`src/rtl/xmac_ram.sv`:
```
// Generic single-port-write, single-port-read RAM with registered read data.
module xmac_ram #(
   parameter int WIDTH = 32,
   parameter int DEPTH = 16
) (
   input  logic                     clock,
   input  logic                     wr_en,
   input  logic [$clog2(DEPTH)-1:0] wr_addr,
   input  logic [WIDTH-1:0]         wr_data,
   input  logic [$clog2(DEPTH)-1:0] rd_addr,
   output logic [WIDTH-1:0]         rd_data
);
   logic [WIDTH-1:0] mem_ff [DEPTH];

   always_ff @(posedge clock) begin
      if (wr_en) begin
         mem_ff[wr_addr] <= wr_data;
      end
      rd_data <= mem_ff[rd_addr];
   end
endmodule

```
`config.mk`:
```
export PLATFORM = sky130hd
export DESIGN_NAME = xmac_ram
export DESIGN_NICKNAME = d
export VERILOG_FILES = /design/src/rtl/xmac_ram.sv
export SDC_FILE = /design/constraint.sdc
export NUM_CORES = 1
export LEC_CHECK = 0
export BUFFER_PORTS_ARGS = -buffer_cell sky130_fd_sc_hd__buf_2
export CAP_MARGIN = 10
export CORE_MARGIN = 8
export CORE_UTILIZATION = 45
export DETAILED_ROUTE_END_ITERATION = 12
export SLEW_MARGIN = 20
export SYNTH_ARGS = -nofsm -noshare
export SYNTH_HDL_FRONTEND = slang
export SYNTH_SLANG_ARGS = --single-unit
```
`constraint.sdc`:
```
create_clock -name clock -period 3.5 [get_ports clock]
set_clock_uncertainty 0.05 [all_clocks]
set_input_delay 0.175 -clock clock [delete_from_list [all_inputs] [get_ports clock]]
set_output_delay 0.175 -clock clock [all_outputs]
set_load 0.01 [all_outputs]
```
==> results.md, run 1 <==
Status:
- The run finished with clean final reports.

Clocking:
- For the worst-skew pair, the clock arrives at the later sink with an insertion delay of 0.58 ns.
- TritonCTS built the clock tree.
- The number of levels the H-tree was split into is 2.
- The number of sinks driven by the clock tree is 544.
- The number of buffers added by the clock tree synthesis step is 54.
- The longest clock path from root to sink contains 3 buffers.
- After clock tree synthesis, the repair step resized 0 gates.
- The buffer type at the clock tree root is sky130_fd_sc_hd__clkbuf_16.
- The clock edge transition at the registers on the reported setup and hold paths is 0.06 ns.

Floorplanning:
- The vertical die dimension is 226.0 microns.
- The site row count is 77.
- The placeable core area is 43930 sq um.
- The effective utilization at floorplan is 0.4519.
- During I/O placement, the number of pins put on the boundary was 74.
- The die span in x is 226.0 microns.
- The floorplan step defined a die boundary enclosing 51100 sq um.

Critical path:
- In this run the critical register-to-register path is captured at rd_data[13]$_DFF_P_.
- Data on the critical path arrives at its endpoint at 1.93 ns.
- The critical path launch point is wr_addr[2].
- In this run the worst path has a maximum fanout of 23.
- In this run the critical register-to-register path is launched from mem_ff[3][13]$_DFFE_PP_.
- The worst path required time is 3.73 ns.
- The worst setup path is launched from an input pin.
- STA classifies the critical path endpoint as a flip-flop.
- In this run the worst setup path terminates at mem_ff[1][3]$_DFFE_PP_.
- The internal reg-to-reg setup slack is 2.05 ns.
- The critical path class is in2reg.
- Counting cells, the worst reg-to-reg path comes to 3.

Synth:
- The post-synthesis instance total is 838.
- The count of yosys warnings during synthesis is 0.
- The number of distinct standard cells referenced by the synthesized netlist is 18.
- The net count after synthesis is 880.
- The synthesized area divided by synthesized cell count is 23.69 sq um.
- sky130_fd_sc_hd__edfxtp_1 takes more of the synthesized area than any other cell.
- By area the synthesized netlist is led by sky130_fd_sc_hd__edfxtp_1, sky130_fd_sc_hd__mux4_2, sky130_fd_sc_hd__dfxtp_1, sky130_fd_sc_hd__a22oi_1, sky130_fd_sc_hd__nand2_1.
- Synthesis inferred 544 register bits.
- The share of synthesized area in the top cell type comes to 0.7744.
- For this run, the register share of the synthesized area comes to 0.8067.
- The total standard cell area after synthesis is 19850 sq um.

Timing:
- The share of the clock period used by the worst path after layout is 0.4854.
- The total count of max-transition violations in the final report is 0.
- The final total negative setup slack is 0 ns.
- Measured against its own limit, the worst slew margin works out to 0.2445.
- The minimum clock period after layout is 1.699 ns.
- The final-report setup violation count is 0.
- The slew at the pin with the worst max-slew slack is 1.131 ns.
- Once routing completed, OpenROAD measured the worst setup slack at 1.801 ns.
- For this run, the top clock speed supported by timing is 588.6 MHz.
- The number of endpoints with negative hold slack in the final report is 0.
- Setup repair after global routing left no endpoint under its margin.

Pwr:
- The maximum resistive drop on vdd is 0.0004614 V.
- The power per standard cell area is 598.8 nW/um^2.
- In this run the static leakage power is 7.571 nW.

Final layout:
- Compared with the post-synthesis result, the final layout area differs by 18.02%.
- In the final layout, flip-flops and latches occupy 16020 sq um.
- The final-layout fill cell count is 3410.
- The area occupied by multi-input gates is 3750 sq um.
- The finished layout holds 1628 standard cells, fillers aside.
- The final net count is 1032.
- The share of layout cells above drive strength 1 is 0.3250.
- For this run, the share of the core covered by cells in the final layout is 0.5334.

Global route:
- The pin count of the biggest net entering global routing is 45.
- In the global route stage, overall resource usage came out at 0.1677.
- The number of global-route vias before repair is 9627.
- The initial antenna violation count came to 2.
- The first global-routing pass estimated 62910 microns of wire.
- For this run the aggregate overflow at the end of global routing stands at 0.

Place:
- At the end of routability-driven placement, the weighted congestion stood at 0.7386.
- The detailed-placement wirelength estimate is 24000 microns.
- Including well taps, the total number of placed cells is 1492.
- The total of buffers placed on input and output ports is 73.
- The minimum setup slack after placement is 1.147 ns.

Routing:
- In the final routed layout, each cell accounts on average for 25.75 microns.
- The detailed router finished its first iteration with 807 violations.
- The number of nets with antenna violations after routing is 0.
- The first detailed-routing pass took 5 iterations.
- For this run, design rule violations remaining after detail routing come to 0.
- The number of vias in the routed layout is 8937.
- Summed over all layers, the routed wires come to 41920 microns.
- After detailed routing, the number of vias per cell comes to 5.490.

Worst hold path:
- The tightest min-delay check is of the in2reg type.

Job:
- Across the run, the number of max-cap violations was 0.
layout by cell type (no fill, tap or decap), drive strengths merged:
master,Yosys,final
mux4,128,128
nor3,4,4
nand2,33,33
edfxtp,512,512
nand2b,2,2
a22oi,64,64
clkbuf,17,85
nand3b,2,2
nor2,13,13
diode,0,2
nand3,1,1
dfxtp,32,32
and2,1,1
inv,0,1
clkinv,0,6
buf,26,106
clkinvlp,0,2
bufinv,0,7
dlygate4sd3,0,32
nor2b,2,2
or3b,1,1
registers in the layout (all words and copies together) (netlist names):
signal,flops
mem_ff,512
rd_data,32
critical path, cell delays in order:
cell                     delay, ns
sky130_fd_sc_hd__buf_2        0.12
sky130_fd_sc_hd__or3b_2       0.61
sky130_fd_sc_hd__nor2_4       0.69
sky130_fd_sc_hd__buf_4        0.33
cells by family after synthesis:
family                 Yosys count  synth area share
buffers and inverters           43           0.01122
multiplexers                   128            0.1452
flip-flops                     544            0.8067
AND/OR/NAND/NOR                 59           0.01273
AO/OA/AOI/OAI                   64           0.02420
Yosys cell counts, drive strengths merged:
cell type and count:
mux4 128, nor2 13, edfxtp 512, nand3 1
nand2 33, or3b 1, nor2b 2, buf 26
dfxtp 32, nand2b 2, a22oi 64, and2 1
nand3b 2, clkbuf 17, nor3 4
layer usage:
metal,vias to the layer above,wire length [microns],GRT usage
met5,-,0,0
met4,0,697,0.04062
met3,52,2377,0.03441
met2,228,20550,0.2725
met1,4771,18290,0.2324
li1,3886,-,-
report_power, final:
group | internal [mW] | switching, mW
Sequential | 7.28 | 0.0417
Combinational | 0.291 | 0.391
Clock | 3.67 | 2.36
Total | 11.2 | 2.79
worst min-delay path by stage:
stage                            from                       to  slack, ns  cells past startpoint
after detailed placement  wr_data[25]  mem_ff[5][25]$_DFFE_PP_       0.52                      1
after CTS                  wr_addr[0]  mem_ff[0][26]$_DFFE_PP_       0.13                      3
final                      rd_addr[3]       rd_data[5]$_DFF_P_       0.15                      4
after global placement    wr_data[20]  mem_ff[7][20]$_DFFE_PP_       0.51                      1
after global routing       rd_addr[3]      rd_data[31]$_DFF_P_       0.14                      4
after floorplan            wr_data[0]   mem_ff[0][0]$_DFFE_PP_       0.22                      0
final cells by class:
cell class / instances / share of cell area
well taps: 592 / 0.03161
clock inverters: 16 / 0.01137
repair buffers: 139 / 0.04464
flip-flops and latches: 544 / 0.6835
clock buffers: 84 / 0.06862
diodes: 2 / 0.0002136
multi-input cells: 251 / 0.1600
metrics by stage:
| step | total power [mW] | instance area [sq um] | hold WS [ns] |
|---|---|---|---|
| 6_report | 14.03 | 23430 | 0.1487 |
| 5_1_grt | 14.48 | 23430 | 0.1433 |
| 4_1_cts | 14.17 | 23370 | 0.1253 |
| 3_5_place_dp | 8.128 | 21180 | 0.5215 |
| 3_3_place_gp | 8.116 | 21180 | 0.5103 |
| 2_1_floorplan | 7.825 | 19850 | 0.2239 |
timing repair:
| action | 4_1_cts | 5_1_grt |
|---|---|---|
| buffers inserted | 0 | 0 |
| endpoints found under the setup margin | 0 | 0 |
| hold buffers | 32 | 0 |
| endpoints found under the hold margin | 512 | 0 |
No activity file was read; power rests on OpenSTA's default activity.
==> inputs of run 2 (changes only) <==
- clock period: 3.5 -> 1.8 ns (I/O delays scaled with it)
==> results.md, run 2 (synthesized netlist as in run 1, its figures left out) <==
Routing:
- For this block, the initial DRC count from the detailed router was 804.
- The number of vias in the routed layout is 9106.
- The pre-antenna-repair detailed-routing pass consisted of 5 iterations.
- In this run the remaining antenna-violating nets after routing total 0.
- The aggregate routed wire length is 42800 microns.
- After detailed routing, the number of remaining DRC violations is 0.
- Dividing the detail-routed via count by the number of cells gives 5.495.
- The per-cell routed wire length is 25.83 microns.

Floorplanning:
- Measured along the y axis, the die boundary spans 226.0 microns.
- The site row count is 77.
- After floorplanning, the core was sized to cover 43930 sq um.
- The effective utilization at floorplan is 0.4519.
- The boundary pin count is 74.
- The die covers 51100 sq um.
- The floorplan step set the die width to 226.0 microns.

Clocking:
- The number of levels the H-tree was split into is 2.
- The clock edge transition at the registers on the reported setup and hold paths is 0.06 ns.
- In this run, post-CTS repair resized a total of 0 instances.
- The number of buffers added by the clock tree synthesis step is 54.
- The worst-skew pair later-pin latency is 0.60 ns.
- The buffer type at the clock tree root is sky130_fd_sc_hd__clkbuf_16.
- The tree built by TritonCTS fans out to 544 sinks.
- The number of buffers on the longest clock path is 3.
- The CTS tree is done.

Timing:
- Setup slack on the critical path of the routed design comes to 0.2953 ns.
- The share of the clock period used by the worst path after layout is 0.8359.
- The number of endpoints with negative hold slack in the final report is 0.
- Timing would allow up to 664.6 MHz.
- The total count of max-transition violations in the final report is 0.
- The minimum clock period after layout is 1.505 ns.
- Hold timing on the final database bottoms out at a slack of 0.04550 ns.
- The slew at the pin with the worst max-slew slack is 0.4328 ns.
- The final-report setup violation count is 0.
- Setup repair after global routing left no endpoint under its margin.
- Headroom to the max-slew limit came out at 0.7115.

Final layout:
- Leaving out fill and tap cells, the most frequent cell in the layout is sky130_fd_sc_hd__edfxtp_1.
- In the final layout, the registers with the most flip-flops are mem_ff x512, rd_data x32.
- Counting flops per register, the top entry is mem_ff.
- The area growth from synthesis to layout is 20.00%.
- The final standard cell utilization of the core is 0.5423.
- Once layout is done, the placed cells without fillers occupy 23830 sq um.
- In the final layout, the share of cells above drive strength 1 is 0.3346.
- Leaving out fill and tap cells, the most frequent cells in the layout are sky130_fd_sc_hd__edfxtp_1, sky130_fd_sc_hd__mux4_2, sky130_fd_sc_hd__buf_2.
- The number of flip-flops in the largest register is 512.
- At the end of the flow, the number of nets in the layout was 1061.

Critical path:
- STA classifies the critical path endpoint as a flip-flop.
- STA classifies the critical path startpoint as an input pin.
- The internal reg-to-reg setup slack is 0.37 ns.
- The critical path is of the in2reg type.
- The startpoint of the most critical register-to-register path is mem_ff[3][27]$_DFFE_PP_.
- The maximum fanout along the worst path is 25.
- The worst register-to-register path has a depth of 3.
- In this run the critical register-to-register path is captured at rd_data[27]$_DFF_P_.
- The worst path required time is 2.22 ns.
- Data arrives at the worst endpoint at 1.92 ns.

Place:
- The minimum setup slack after placement is 0.05589 ns.
- Routability-driven placement finished with a final weighted congestion of 0.7042.
- The detailed-placement wirelength estimate is 24270 microns.
- The total of buffers placed on input and output ports is 73.
- The placed instances occupy a cell area of 21810 sq um.

Worst hold path:
- The endpoint of the worst hold-timing path is rd_data[31]$_DFF_P_.
- Along the worst hold path, the cell count comes to 4.
- The path category of the worst min-delay check is in2reg.
- The startpoint identified for the worst hold timing path is rd_addr[2].

Pwr:
- The total leakage power is 7.726 nW.
- The maximum resistive drop on vdd is 0.0007198 V.
- The power per standard cell area is 1103 nW/um^2.

Global route:
- The global route total overflow is 0.
- The first-pass GRT wire length is 64160 microns.
- The number of global-route vias before repair is 9788.
- The initial antenna violation count is 2.
- Entering global routing, the biggest net connects 38 pins.
- The overall fraction of global-route tracks in use is 0.1714.

Status:
- The run finished with clean final reports.

Job:
- The number of violations of the max-capacitance limit is 0.
-- run 2: routing by layer --
layer | share of wire | track usage
met1 | 0.43 | 0.2338
met2 | 0.50 | 0.2863
met3 | 0.046 | 0.03376
met4 | 0.015 | 0.03562
met5 | 0.00028 | 0
-- run 2: final cells by class --
class                      instances  area, sq um
timing repair buffer             168         1617
sequential                       544        16020
fill                            3379        20110
antenna                            1        2.502
multi-input combinational        251         3777
tap                              592        740.7
clock inverter                    28        200.2
clock buffer                      73         1473
-- run 2: stage by stage --
step	std cells	power [mW]	TNS [ns]
final	1657	26.28	0
after global routing	1656	27.13	0
after CTS	1656	26.57	0
after detailed placement	1521	15.92	0
after global placement	1521	15.89	0
after floorplan	838	15.22	-120.64
-- run 2: worst max-delay path by stage --
| stage | startpoint | end | slack (ns) | cells past startpoint |
|---|---|---|---|---|
| 4_1_cts | rd_addr[1] | rd_data[15]$_DFF_P_ | 0.30 | 7 |
| 3_5_place_dp | rd_addr[0] | rd_data[15]$_DFF_P_ | 0.06 | 5 |
| 2_1_floorplan | wr_addr[2] | mem_ff[10][0]$_DFFE_PP_ | -0.37 | 2 |
| 6_report | rd_addr[1] | rd_data[15]$_DFF_P_ | 0.30 | 7 |
| 5_1_grt | rd_addr[1] | rd_data[23]$_DFF_P_ | 0.26 | 7 |
| 3_3_place_gp | rd_addr[0] | rd_data[15]$_DFF_P_ | 0.06 | 5 |
-- run 2: worst max-delay path, cell delays in order --
cell and delay (ns):
sky130_fd_sc_hd__dlygate4sd3_1 0.54, sky130_fd_sc_hd__buf_6 0.19, sky130_fd_sc_hd__buf_12 0.23, sky130_fd_sc_hd__buf_12 0.18
sky130_fd_sc_hd__mux4_2 0.29, sky130_fd_sc_hd__a22oi_1 0.29, sky130_fd_sc_hd__nand2_1 0.08
-- run 2: timing repair --
item                                   CTS  global route
endpoints found under the hold margin  520             0
buffers inserted                         0             0
hold buffers                            34             0
-- run 2: report_power, final --
| part | internal, mW | switching [mW] | leakage [nW] | total (mW) |
|---|---|---|---|---|
| registers | 14.2 | 0.0911 | 4.89 | 14.3 |
| clock network | 6.01 | 4.59 | 0.812 | 10.6 |
| logic | 0.647 | 0.781 | 2.02 | 1.43 |
