$ cat src/rtl/xmac_pkg.sv
// Shared types, constants and helpers for the X-MAC preamble-sampling controller.
package xmac_pkg;

   localparam int QUEUE_DEPTH_DEF   = 16;
   localparam int HEADER_BYTES_DEF  = 5;
   localparam int PULSE_SAMPLES_DEF = 5;
   localparam int ADDR_BITS_DEF     = 16;

   localparam logic [63:0] PULSE_TIME_NS      = 64'd450000;
   localparam logic [63:0] ACK_TIMEOUT_NS     = 64'd100000000;
   localparam logic [63:0] ACK_DELTA_NS       = 64'd1000;
   localparam logic [63:0] BCAST_WAIT_EXTRA_NS = 64'd10000000;

   typedef enum logic [1:0] {
      CMD_TIMER   = 2'd0,
      CMD_ENQUEUE = 2'd1,
      CMD_RECEIVE = 2'd2,
      CMD_NONE    = 2'd3
   } cmd_type;

   localparam logic [2:0] RX_PREAMBLE = 3'd0;
   localparam logic [2:0] RX_DATA     = 3'd1;
   localparam logic [2:0] RX_DACK     = 3'd2;
   localparam logic [2:0] RX_PACK     = 3'd3;

   localparam logic [1:0] TX_PREAMBLE = 2'd0;
   localparam logic [1:0] TX_DATA     = 2'd1;
   localparam logic [1:0] TX_DACK     = 2'd2;
   localparam logic [1:0] TX_PACK     = 2'd3;

   localparam logic [1:0] ST_NONE    = 2'd0;
   localparam logic [1:0] ST_DONE    = 2'd1;
   localparam logic [1:0] ST_DROPPED = 2'd2;
   localparam logic [1:0] ST_FULL    = 2'd3;

   localparam logic [2:0] CSR_NODE_ID    = 3'd0;
   localparam logic [2:0] CSR_FEATURES   = 3'd1;
   localparam logic [2:0] CSR_MAX_RETRY  = 3'd2;
   localparam logic [2:0] CSR_BUSY_THR   = 3'd3;
   localparam logic [2:0] CSR_INIT_BO    = 3'd4;
   localparam logic [2:0] CSR_CONG_BO    = 3'd5;
   localparam logic [2:0] CSR_CHECK_INT  = 3'd6;
   localparam logic [2:0] CSR_BIT_TIME   = 3'd7;

   typedef enum logic [3:0] {
      S_PDOWN    = 4'd0,
      S_PULSE    = 4'd1,
      S_IDLE     = 4'd2,
      S_PRETX    = 4'd3,
      S_PREAMBLE = 4'd4,
      S_TX       = 4'd5,
      S_TXING    = 4'd6,
      S_WAITACK  = 4'd7,
      S_WAITDATA = 4'd8,
      S_DACK     = 4'd9,
      S_DACKEND  = 4'd10,
      S_PACK     = 4'd11,
      S_UNUSED12 = 4'd12,
      S_UNUSED13 = 4'd13,
      S_UNUSED14 = 4'd14,
      S_UNUSED15 = 4'd15
   } mac_state_type;

   // Configuration as seen by the event engine.
   typedef struct packed {
      logic [15:0] node_id;
      logic [1:0]  features;
      logic [7:0]  max_retries;
      logic [7:0]  busy_thr;
      logic [31:0] init_bo;
      logic [31:0] cong_bo;
      logic [31:0] check_int;
      logic [19:0] bit_time;
      logic [63:0] strobe;
      logic [63:0] hdr_time;
   } cfg_type;

   function automatic logic positive(input logic [63:0] v);
      positive = (v != 64'd0) && !v[63];
   endfunction

endpackage

$ cat src/rtl/xmac_cfg.sv
// Configuration registers and the derived strobe and header times.
module xmac_cfg
   import xmac_pkg::*;
#(
   parameter int HEADER_BYTES = HEADER_BYTES_DEF
) (
   input  logic        clock,
   input  logic        reset,
   input  logic        csr_we,
   input  logic [2:0]  csr_index,
   input  logic [31:0] csr_wdata,
   output cfg_type     cfg
);
   localparam logic [63:0] HDR_BITS = 64'(HEADER_BYTES * 8);

   logic [15:0] node_id_ff;
   logic [1:0]  features_ff;
   logic [7:0]  max_retries_ff;
   logic [7:0]  busy_thr_ff;
   logic [31:0] init_bo_ff, cong_bo_ff, check_int_ff;
   logic [19:0] bit_time_ff;
   logic [63:0] hdr_time;

   // Header time is a multiply by a constant, so it follows bit time at once.
   assign hdr_time = HDR_BITS * {44'd0, bit_time_ff};

   always_ff @(posedge clock) begin
      if (reset) begin
         node_id_ff     <= 16'd0;
         features_ff    <= 2'd3;
         max_retries_ff <= 8'd2;
         busy_thr_ff    <= 8'hB6;
         init_bo_ff     <= 32'd5000000;
         cong_bo_ff     <= 32'd5000000;
         check_int_ff   <= 32'd100000000;
         bit_time_ff    <= 20'd4000;
      end else begin
         if (csr_we) begin
            unique case (csr_index)
               CSR_NODE_ID:   node_id_ff     <= csr_wdata[15:0];
               CSR_FEATURES:  features_ff    <= csr_wdata[1:0];
               CSR_MAX_RETRY: max_retries_ff <= csr_wdata[7:0];
               CSR_BUSY_THR:  busy_thr_ff    <= csr_wdata[7:0];
               CSR_INIT_BO:   init_bo_ff     <= csr_wdata;
               CSR_CONG_BO:   cong_bo_ff     <= csr_wdata;
               CSR_CHECK_INT: check_int_ff   <= csr_wdata;
               CSR_BIT_TIME:  bit_time_ff    <= csr_wdata[19:0];
               default: ;
            endcase
         end
      end
   end

   always_comb begin
      cfg.node_id     = node_id_ff;
      cfg.features    = features_ff;
      cfg.max_retries = max_retries_ff;
      cfg.busy_thr    = busy_thr_ff;
      cfg.init_bo     = init_bo_ff;
      cfg.cong_bo     = cong_bo_ff;
      cfg.check_int   = check_int_ff;
      cfg.bit_time    = bit_time_ff;
      cfg.hdr_time    = hdr_time;
      cfg.strobe      = (check_int_ff == 32'd0) ? 64'd0 : hdr_time;
   end
endmodule

$ cat config.mk
export PLATFORM = sky130hd
export DESIGN_NAME = xmac_cfg
export DESIGN_NICKNAME = d
export VERILOG_FILES = /design/src/rtl/xmac_pkg.sv /design/src/rtl/xmac_cfg.sv
export SDC_FILE = /design/constraint.sdc
export NUM_CORES = 1
export LEC_CHECK = 0
export BUFFER_PORTS_ARGS = -buffer_cell sky130_fd_sc_hd__buf_4
export CAP_MARGIN = 20
export CORE_MARGIN = 2
export CORE_UTILIZATION = 45
export CTS_CLUSTER_DIAMETER = 60
export CTS_CLUSTER_SIZE = 16
export DETAILED_ROUTE_END_ITERATION = 10
export PLACE_DENSITY = 0.78
export SYNTH_ARGS = -nofsm -noshare
export SYNTH_HDL_FRONTEND = slang
export SYNTH_SLANG_ARGS = --single-unit
$ cat constraint.sdc
create_clock -name clock -period 3 [get_ports clock]
set_clock_uncertainty 0.1 [all_clocks]
set_input_delay 0.45 -clock clock [delete_from_list [all_inputs] [get_ports clock]]
set_output_delay 0.45 -clock clock [all_outputs]
set_load 0.05 [all_outputs]
==> summary.log, run 1 <==
[status] outcome complete, but fails checks
[status] failing checks negative setup slack
[synthesis] top flip-flop cell by instance count after synthesis dfxtp_1
[synthesis] area of the mapped netlist 7290 um^2
[power_and_ir_drop] Leak Pwr 4.72 nW
[synthesis] sequential share of the synthesized area 41.2%
[layout] antenna diode instance count 0
[synthesis] Synth cell types 48
[layout] Post-layout nets 1,246
[die] DIE AREA 17,200 um^2
[layout] area growth from synthesis to final layout 49.6%
[sta] hold slack final 172 ps
[die] CORE AREA 15,900 um^2
[synthesis] async set-reset flop share out of synthesis 0%
[hold_path] type of the tightest min-delay check primary input to register
[sta] Setup Viol. Count Final 25
[routing] final routed wirelength across all metal layers 23,400 um
[critical_path] master of the slowest instance on the critical path fa_2
[place] instance area after placement 9630 um^2
[die] number of top-level design ports 316
[place] IO Port Bufs 233
[routing] wire per inst 16.7 um
[power_and_ir_drop] power after layout 0.00573 W
[sta] setup repair after global routing missed its margin yes
[sta] Final Max Tran Viols 0
[synthesis] number of enable flip-flop cells after synthesis 0
[synthesis] most frequent cell after synthesis nand2_1
[sta] Max transition margin 54.3%
[layout] fill count 1,245
[critical_path] sequence of cells on the critical path ha_4, ha_4, fa_2, a21oi_4, o22ai_4, o31ai_4, buf_6, o31a_1, xnor2_4, and2_4, buf_8
[place] estimated wirelength of the detail-placed design 15,700 um
[routing] Detail Route Antenna Nets 0
[power_and_ir_drop] Power per Cell Area 525 nW/um^2
[routing] first-pass detailed-route iteration total 8
[critical_path] worst endpoint data arrival time 2840 ps
[synthesis] Post-Synthesis Mean Instance Area 7.91 um^2
[job] number of max-cap violations 0
[critical_path] Critical Path Max Stage Delay 360 ps
[global_route] Total Routing Usage GR 25.4%
[clock_tree] clock insertion delay at the later pin of the skew report 410 ps
[critical_path] Critical Path Fanout Max 5
[critical_path] CP Class register to output pin
[clock_tree] clock input transition at the sequential cells of the worst setup and hold paths 60 ps
[global_route] total gr overflow 0
[synthesis] gate count after technology mapping 922
[synthesis] synthesized flop and latch total 150
[synthesis] top cells by area, synth dfxtp_1 (41%), nand2_1 (15%), buf_4 (8.6%)
[die] Die Y 131 um
[layout] footprint of the flip-flops and latches 3060 um^2
[global_route] global-route wire length before repair 35,400 um
[global_route] vias in the first global route 6,632
[clock_tree] maximum level of the CTS H-tree 4
[critical_path] slack of the worst reg-to-reg path 2090 ps
[sta] Worst Max-Slew Pin Slew 685 ps
[clock_tree] number of buffers inserted during clock tree synthesis 17
[layout] area occupied by multi-input gates 4680 um^2
[critical_path] startpoint type of the worst setup path register
[global_route] initial antenna violation count 0
[critical_path] CP endpoint kind output pin
[critical_path] most frequent cell on the critical path ha_4
[sta] Period Utilization, post-route 113%
[layout] layout cell share with drive strength beyond 1 37.6%
[die] number of placement rows 46
[sta] worst setup slack after layout -386 ps
[layout] post-layout utilization of the core 68.7%
[synthesis] cell type with the highest aggregate area in the netlist dfxtp_1
[critical_path] critical path data required time 2450 ps
[clock_tree] TritonCTS clock tree yes
[die] Die Wd 131 um
[sta] peak clock frequency supported by timing 295 MHz
[layout] Final Cell Area 10,900 um^2
[synthesis] share of Yosys cell area claimed by the top area cell type 41.2%
[sta] final critical-path required period 3390 ps
[routing] DRC 0
[routing] via-per-instance ratio 5.00
[synthesis] Synthesis Warnings 0
[place] routability cong. 0.878
[power_and_ir_drop] worst voltage drop across the vdd grid 0.448 mV
[clock_tree] Clk Tree Root Cell clkbuf_16
[clock_tree] CTS Hold Buffers Added 0
[clock_tree] Clock Tree Buf Depth 2
[synthesis] top cells by instance count after synthesis nand2_1 (299), dfxtp_1 (150), a21oi_1 (117)
[clock_tree] CTS sink count 150
[die] initial cell density of the core 45.9%
[sta] endpoints failing hold 0
[routing] violation count after the first detailed-route iteration 276
[global_route] largest net degree at the start of global routing 65
[routing] total vias in the final route 7,006
==> critical path: cells and delay by family, from the launching register on <==
| family | cells | cell delay [ps] |
|---|---|---|
| xor+xnor | 1 | 150 |
| flops | 1 | 350 |
| buf+inv | 2 | 290 |
| compound gates | 4 | 700 |
| simple gates | 1 | 170 |
| fa+ha+maj | 3 | 760 |
==> layout by cell type, fill, tap and decap left out, types with 4 or more instances in the layout <==
master,instances
a21o_1,4
a21oi_1,106
a21oi_2,5
a21oi_4,7
and2_4,8
buf_4,250
buf_6,26
buf_8,6
clkbuf_16,18
clkinvlp_4,4
conb_1,82
dfxtp_1,130
dfxtp_2,7
dfxtp_4,13
ha_1,10
ha_4,23
inv_1,5
mux2i_1,7
nand2_1,296
nand3_1,4
nand3b_1,39
nand4_1,5
nor2_1,13
nor2_2,5
nor2b_1,10
nor4_1,8
o21ai_4,6
or2_2,5
xnor2_2,4
xnor2_4,4
xor2_4,7
==> sequential cells by signal, summed over array words and instances (netlist names) <==
register / flops
node_id_ff: 16
cong_bo_ff: 32
max_retries_ff: 8
check_int_ff: 32
busy_thr_ff: 8
init_bo_ff: 32
features_ff: 2
bit_time_ff: 20
==> stage by stage <==
| step | setup WS (ps) | setup TNS, ps | instances |
|---|---|---|---|
| after detailed placement | -198 | -640 | 1359 |
| after floorplan | -258 | -1520 | 1003 |
| after CTS | -373 | -4080 | 1394 |
| after global placement | -140 | -306 | 1359 |
| final | -386 | -4670 | 1400 |
| after global routing | -458 | -6460 | 1400 |
==> per-layer routing <==
layer	vias to the layer above	track usage, %	wire, um
met3	41	6.64	1590
met4	0	8.27	519
met5	-	0	0
met1	3348	31.4	9280
li1	3363	-	-
met2	254	43.1	12000
==> power by group <==
part / switching [W] / internal [W]
clock network: 0.000859 / 0.00129
logic: 0.00102 / 0.000487
registers: 0.0000377 / 0.00204
==> what timing repair did <==
item                                   in CTS  in global routing
endpoints found under the hold margin       0                  0
setup endpoints to repair                  28                 27
buffers inserted                            3                  7
pin swaps                                  18                 11
gates resized for setup                    75                 36
==> final cells by class <==
class / count / share of cell area (%)
repair buffers: 283 / 20.9
clock inverters: 12 / 1.31
inverters: 5 / 0.172
multi-input cells: 714 / 42.9
clock buffers: 20 / 4.20
flip-flops and latches: 150 / 28.1
well taps: 216 / 2.48
==> cells by family (layout without fill, tap and decap cells) <==
group | count (synthesis) | in the layout | synth area share [%]
and+or+nand+nor | 415 | 415 | 25.5
AOI/OAI and AO/OA | 153 | 153 | 11.6
DFF | 150 | 150 | 41.2
buffers and inverters | 139 | 320 | 11.8
adders and majority gates | 37 | 37 | 6.45
xor gates and xnor gates | 17 | 17 | 2.04
muxes | 10 | 10 | 1.37
other | 1 | 82 | 0.0514
==> path summary, 6_finish.rpt <==
check,startpoint,end,cells past startpoint
min,csr_wdata[26],check_int_ff[26]$_SDFFE_PP1P_,3
max reg2reg,max_retries_ff[1]$_SDFFE_PP1P_,max_retries_ff[1]$_SDFFE_PP1P_,2
min reg2reg,init_bo_ff[24]$_SDFFE_PP0P_,init_bo_ff[24]$_SDFFE_PP0P_,2
max,bit_time_ff[1]$_SDFFE_PP0P_,cfg[88],11
(Power assumes the default switching activity.)
==> run 2: changes to the inputs <==
- CORE_ASPECT_RATIO: unset -> 1.1
- MAX_ROUTING_LAYER: unset -> met4
==> summary.log, run 2 (same netlist as run 1, synthesis figures left out) <==
[sta] worst setup slack after layout -424 ps
[sta] endpoints failing hold 0
[clock_tree] clock insertion delay at the later pin of the skew report 400 ps
[sta] Worst Max-Slew Pin Slew 738 ps
[critical_path] sequence of cells on the critical path ha_4, ha_4, fa_2, a21oi_4, o22ai_4, o31ai_4, buf_6, o31a_1, xnor2_4, and2_4, buf_8
[routing] total vias in the final route 7,103
[critical_path] number of buffers and inverters on the critical path 2
[sta] final critical-path required period 3420 ps
[critical_path] Top Family by Delay on Critical Path adder cells
[layout] Post-layout nets 1,256
[critical_path] CP endpoint kind output pin
[critical_path] CP Class register to output pin
[power_and_ir_drop] net switching power 0.00192 W
[critical_path] worst endpoint data arrival time 2870 ps
[critical_path] master of the slowest instance on the critical path fa_2
[critical_path] most frequent cell on the critical path ha_4
[layout] layout cell share with drive strength beyond 1 38.2%
[place] routability cong. 0.896
[die] number of top-level design ports 316
[power_and_ir_drop] part of the total power dissipated in combinational logic 26.9%
[layout] area growth from synthesis to final layout 51.9%
[power_and_ir_drop] power after layout 0.00575 W
[die] Die Wd 125 um
[place] estimated wirelength of the detail-placed design 15,900 um
[routing] violation count after the first detailed-route iteration 360
[sta] Max transition margin 50.8%
[global_route] total gr overflow 0
[place] IO Port Bufs 233
[sta] accumulated negative setup slack -5710 ps
[clock_tree] Clk Tree Root Cell clkbuf_16
[status] failing checks negative setup slack
[routing] via-per-instance ratio 5.10
[critical_path] slack of the worst reg-to-reg path 2080 ps
[sta] Setup Viol. Count Final 27
[clock_tree] maximum level of the CTS H-tree 4
[sta] Final Max Tran Viols 0
[clock_tree] TritonCTS clock tree yes
[global_route] initial antenna violation count 0
[routing] wire per inst 17.0 um
[global_route] largest net degree at the start of global routing 77
[die] initial cell density of the core 46.2%
[layout] antenna diode instance count 0
[power_and_ir_drop] worst voltage drop across the vdd grid 0.415 mV
[power_and_ir_drop] switching share of power 33.5%
[power_and_ir_drop] portion of total power attributed to sequential cells 36.0%
[critical_path] startpoint type of the worst setup path register
[status] outcome complete, but fails checks
[sta] setup repair after global routing missed its margin yes
[clock_tree] number of buffers inserted during clock tree synthesis 17
[power_and_ir_drop] Internal Power 0.00383 W
[clock_tree] CTS sink count 150
[routing] first-pass detailed-route iteration total 5
[clock_tree] CTS Hold Buffers Added 0
[layout] biggest registers after layout check_int_ff x32, cong_bo_ff x32, init_bo_ff x32
[job] number of max-cap violations 0
[layout] most common cell after layout, fill and taps aside nand2_1
[global_route] Total Routing Usage GR 25.8%
[sta] peak clock frequency supported by timing 292 MHz
[power_and_ir_drop] Power per Cell Area 519 nW/um^2
[clock_tree] Clock Tree Buf Depth 2
[die] number of placement rows 48
[routing] final routed wirelength across all metal layers 23,700 um
[layout] commonest cells after routing, fill and taps aside nand2_1 (295), buf_4 (249), dfxtp_1 (130)
[die] Die Y 138 um
[sta] Period Utilization, post-route 114%
[routing] DRC 0
[die] CORE AREA 15,800 um^2
[global_route] global-route wire length before repair 34,300 um
[routing] Detail Route Antenna Nets 0
[critical_path] critical path data required time 2450 ps
[clock_tree] clock input transition at the sequential cells of the worst setup and hold paths 60 ps
[power_and_ir_drop] Leak Pwr 4.81 nW
[critical_path] Critical Path Fanout Max 5
[critical_path] Critical Path Max Stage Delay 370 ps
[die] DIE AREA 17,200 um^2
[hold_path] type of the tightest min-delay check primary input to register
[power_and_ir_drop] proportion of power drawn by the clock network 37.0%
[global_route] vias in the first global route 6,503
run 2: cell count changes in the layout (fill, tap and decap cells not counted), moves of 2 or more:
| cell | previous run | this run |
|---|---|---|
| clkbuf_8 | 0 | 2 |
| clkinvlp_4 | 4 | 2 |
| ha_2 | 3 | 0 |
| ha_4 | 23 | 26 |
| clkinv_4 | 3 | 5 |
| buf_8 | 6 | 11 |
| buf_6 | 26 | 31 |
run 2: final timing paths:
| check | depth (start not counted) | endpoint | from |
|---|---|---|---|
| max reg2reg | 2 | features_ff[1]$_SDFFE_PP1P_ | features_ff[1]$_SDFFE_PP1P_ |
| min reg2reg | 2 | cong_bo_ff[29]$_SDFFE_PP0P_ | cong_bo_ff[29]$_SDFFE_PP0P_ |
| min | 3 | check_int_ff[26]$_SDFFE_PP1P_ | csr_wdata[26] |
| max | 11 | cfg[88] | bit_time_ff[1]$_SDFFE_PP0P_ |
run 2: timing repair:
action                                  CTS  global route
pin swaps                                31            14
resized for setup                        94            36
setup buffers                            11            11
endpoints found under the setup margin   28            28
run 2: through the flow:
step	worst slack, ps	std cells	area [um^2]	hold WS, ps	utilization (%)
6_report	-424	1394	11100	178	70.1
5_1_grt	-512	1394	11100	176	70.1
4_1_cts	-383	1384	10800	161	68.4
3_5_place_dp	-121	1341	9590	348	60.7
3_3_place_gp	-83.3	1341	9590	342	60.7
2_1_floorplan	-258	1003	8120	454	-
run 2: final cells by class:
type,count,area (um^2)
Multi-Input combinational cell,714,4720
Timing Repair Buffer,293,2420
Tap cell,200,250
Inverter,5,18.8
Clock buffer,20,457
Clock inverter,12,143
Fill cell,1175,4720
Sequential cell,150,3060
run 2: power groups by stage:
stage | registers (W) | clock network, W | logic [W]
CTS | 0.00207 | 0.00216 | 0.00147
global route | 0.00208 | 0.00224 | 0.00161
detailed placement | 0.00211 | 0 | 0.00133
floorplan | 0.00228 | 0 | 0.000879
global placement | 0.00211 | 0 | 0.00131
finish | 0.00207 | 0.00213 | 0.00155
run 2: routing by layer:
layer | vias to the layer above | global-route usage (%) | wire length, um
met5 | - | - | 0
met4 | 0 | 9.01 | 686
met3 | 53 | 4.82 | 1570
met2 | 325 | 44.0 | 12200
met1 | 3340 | 30.8 | 9190
li1 | 3385 | - | -
run 2: tightest hold or removal path: cells and delay by family:
kind | cells | cell delay (ps)
buffers and inverters | 1 | 100
AND/OR/NAND/NOR | 2 | 100
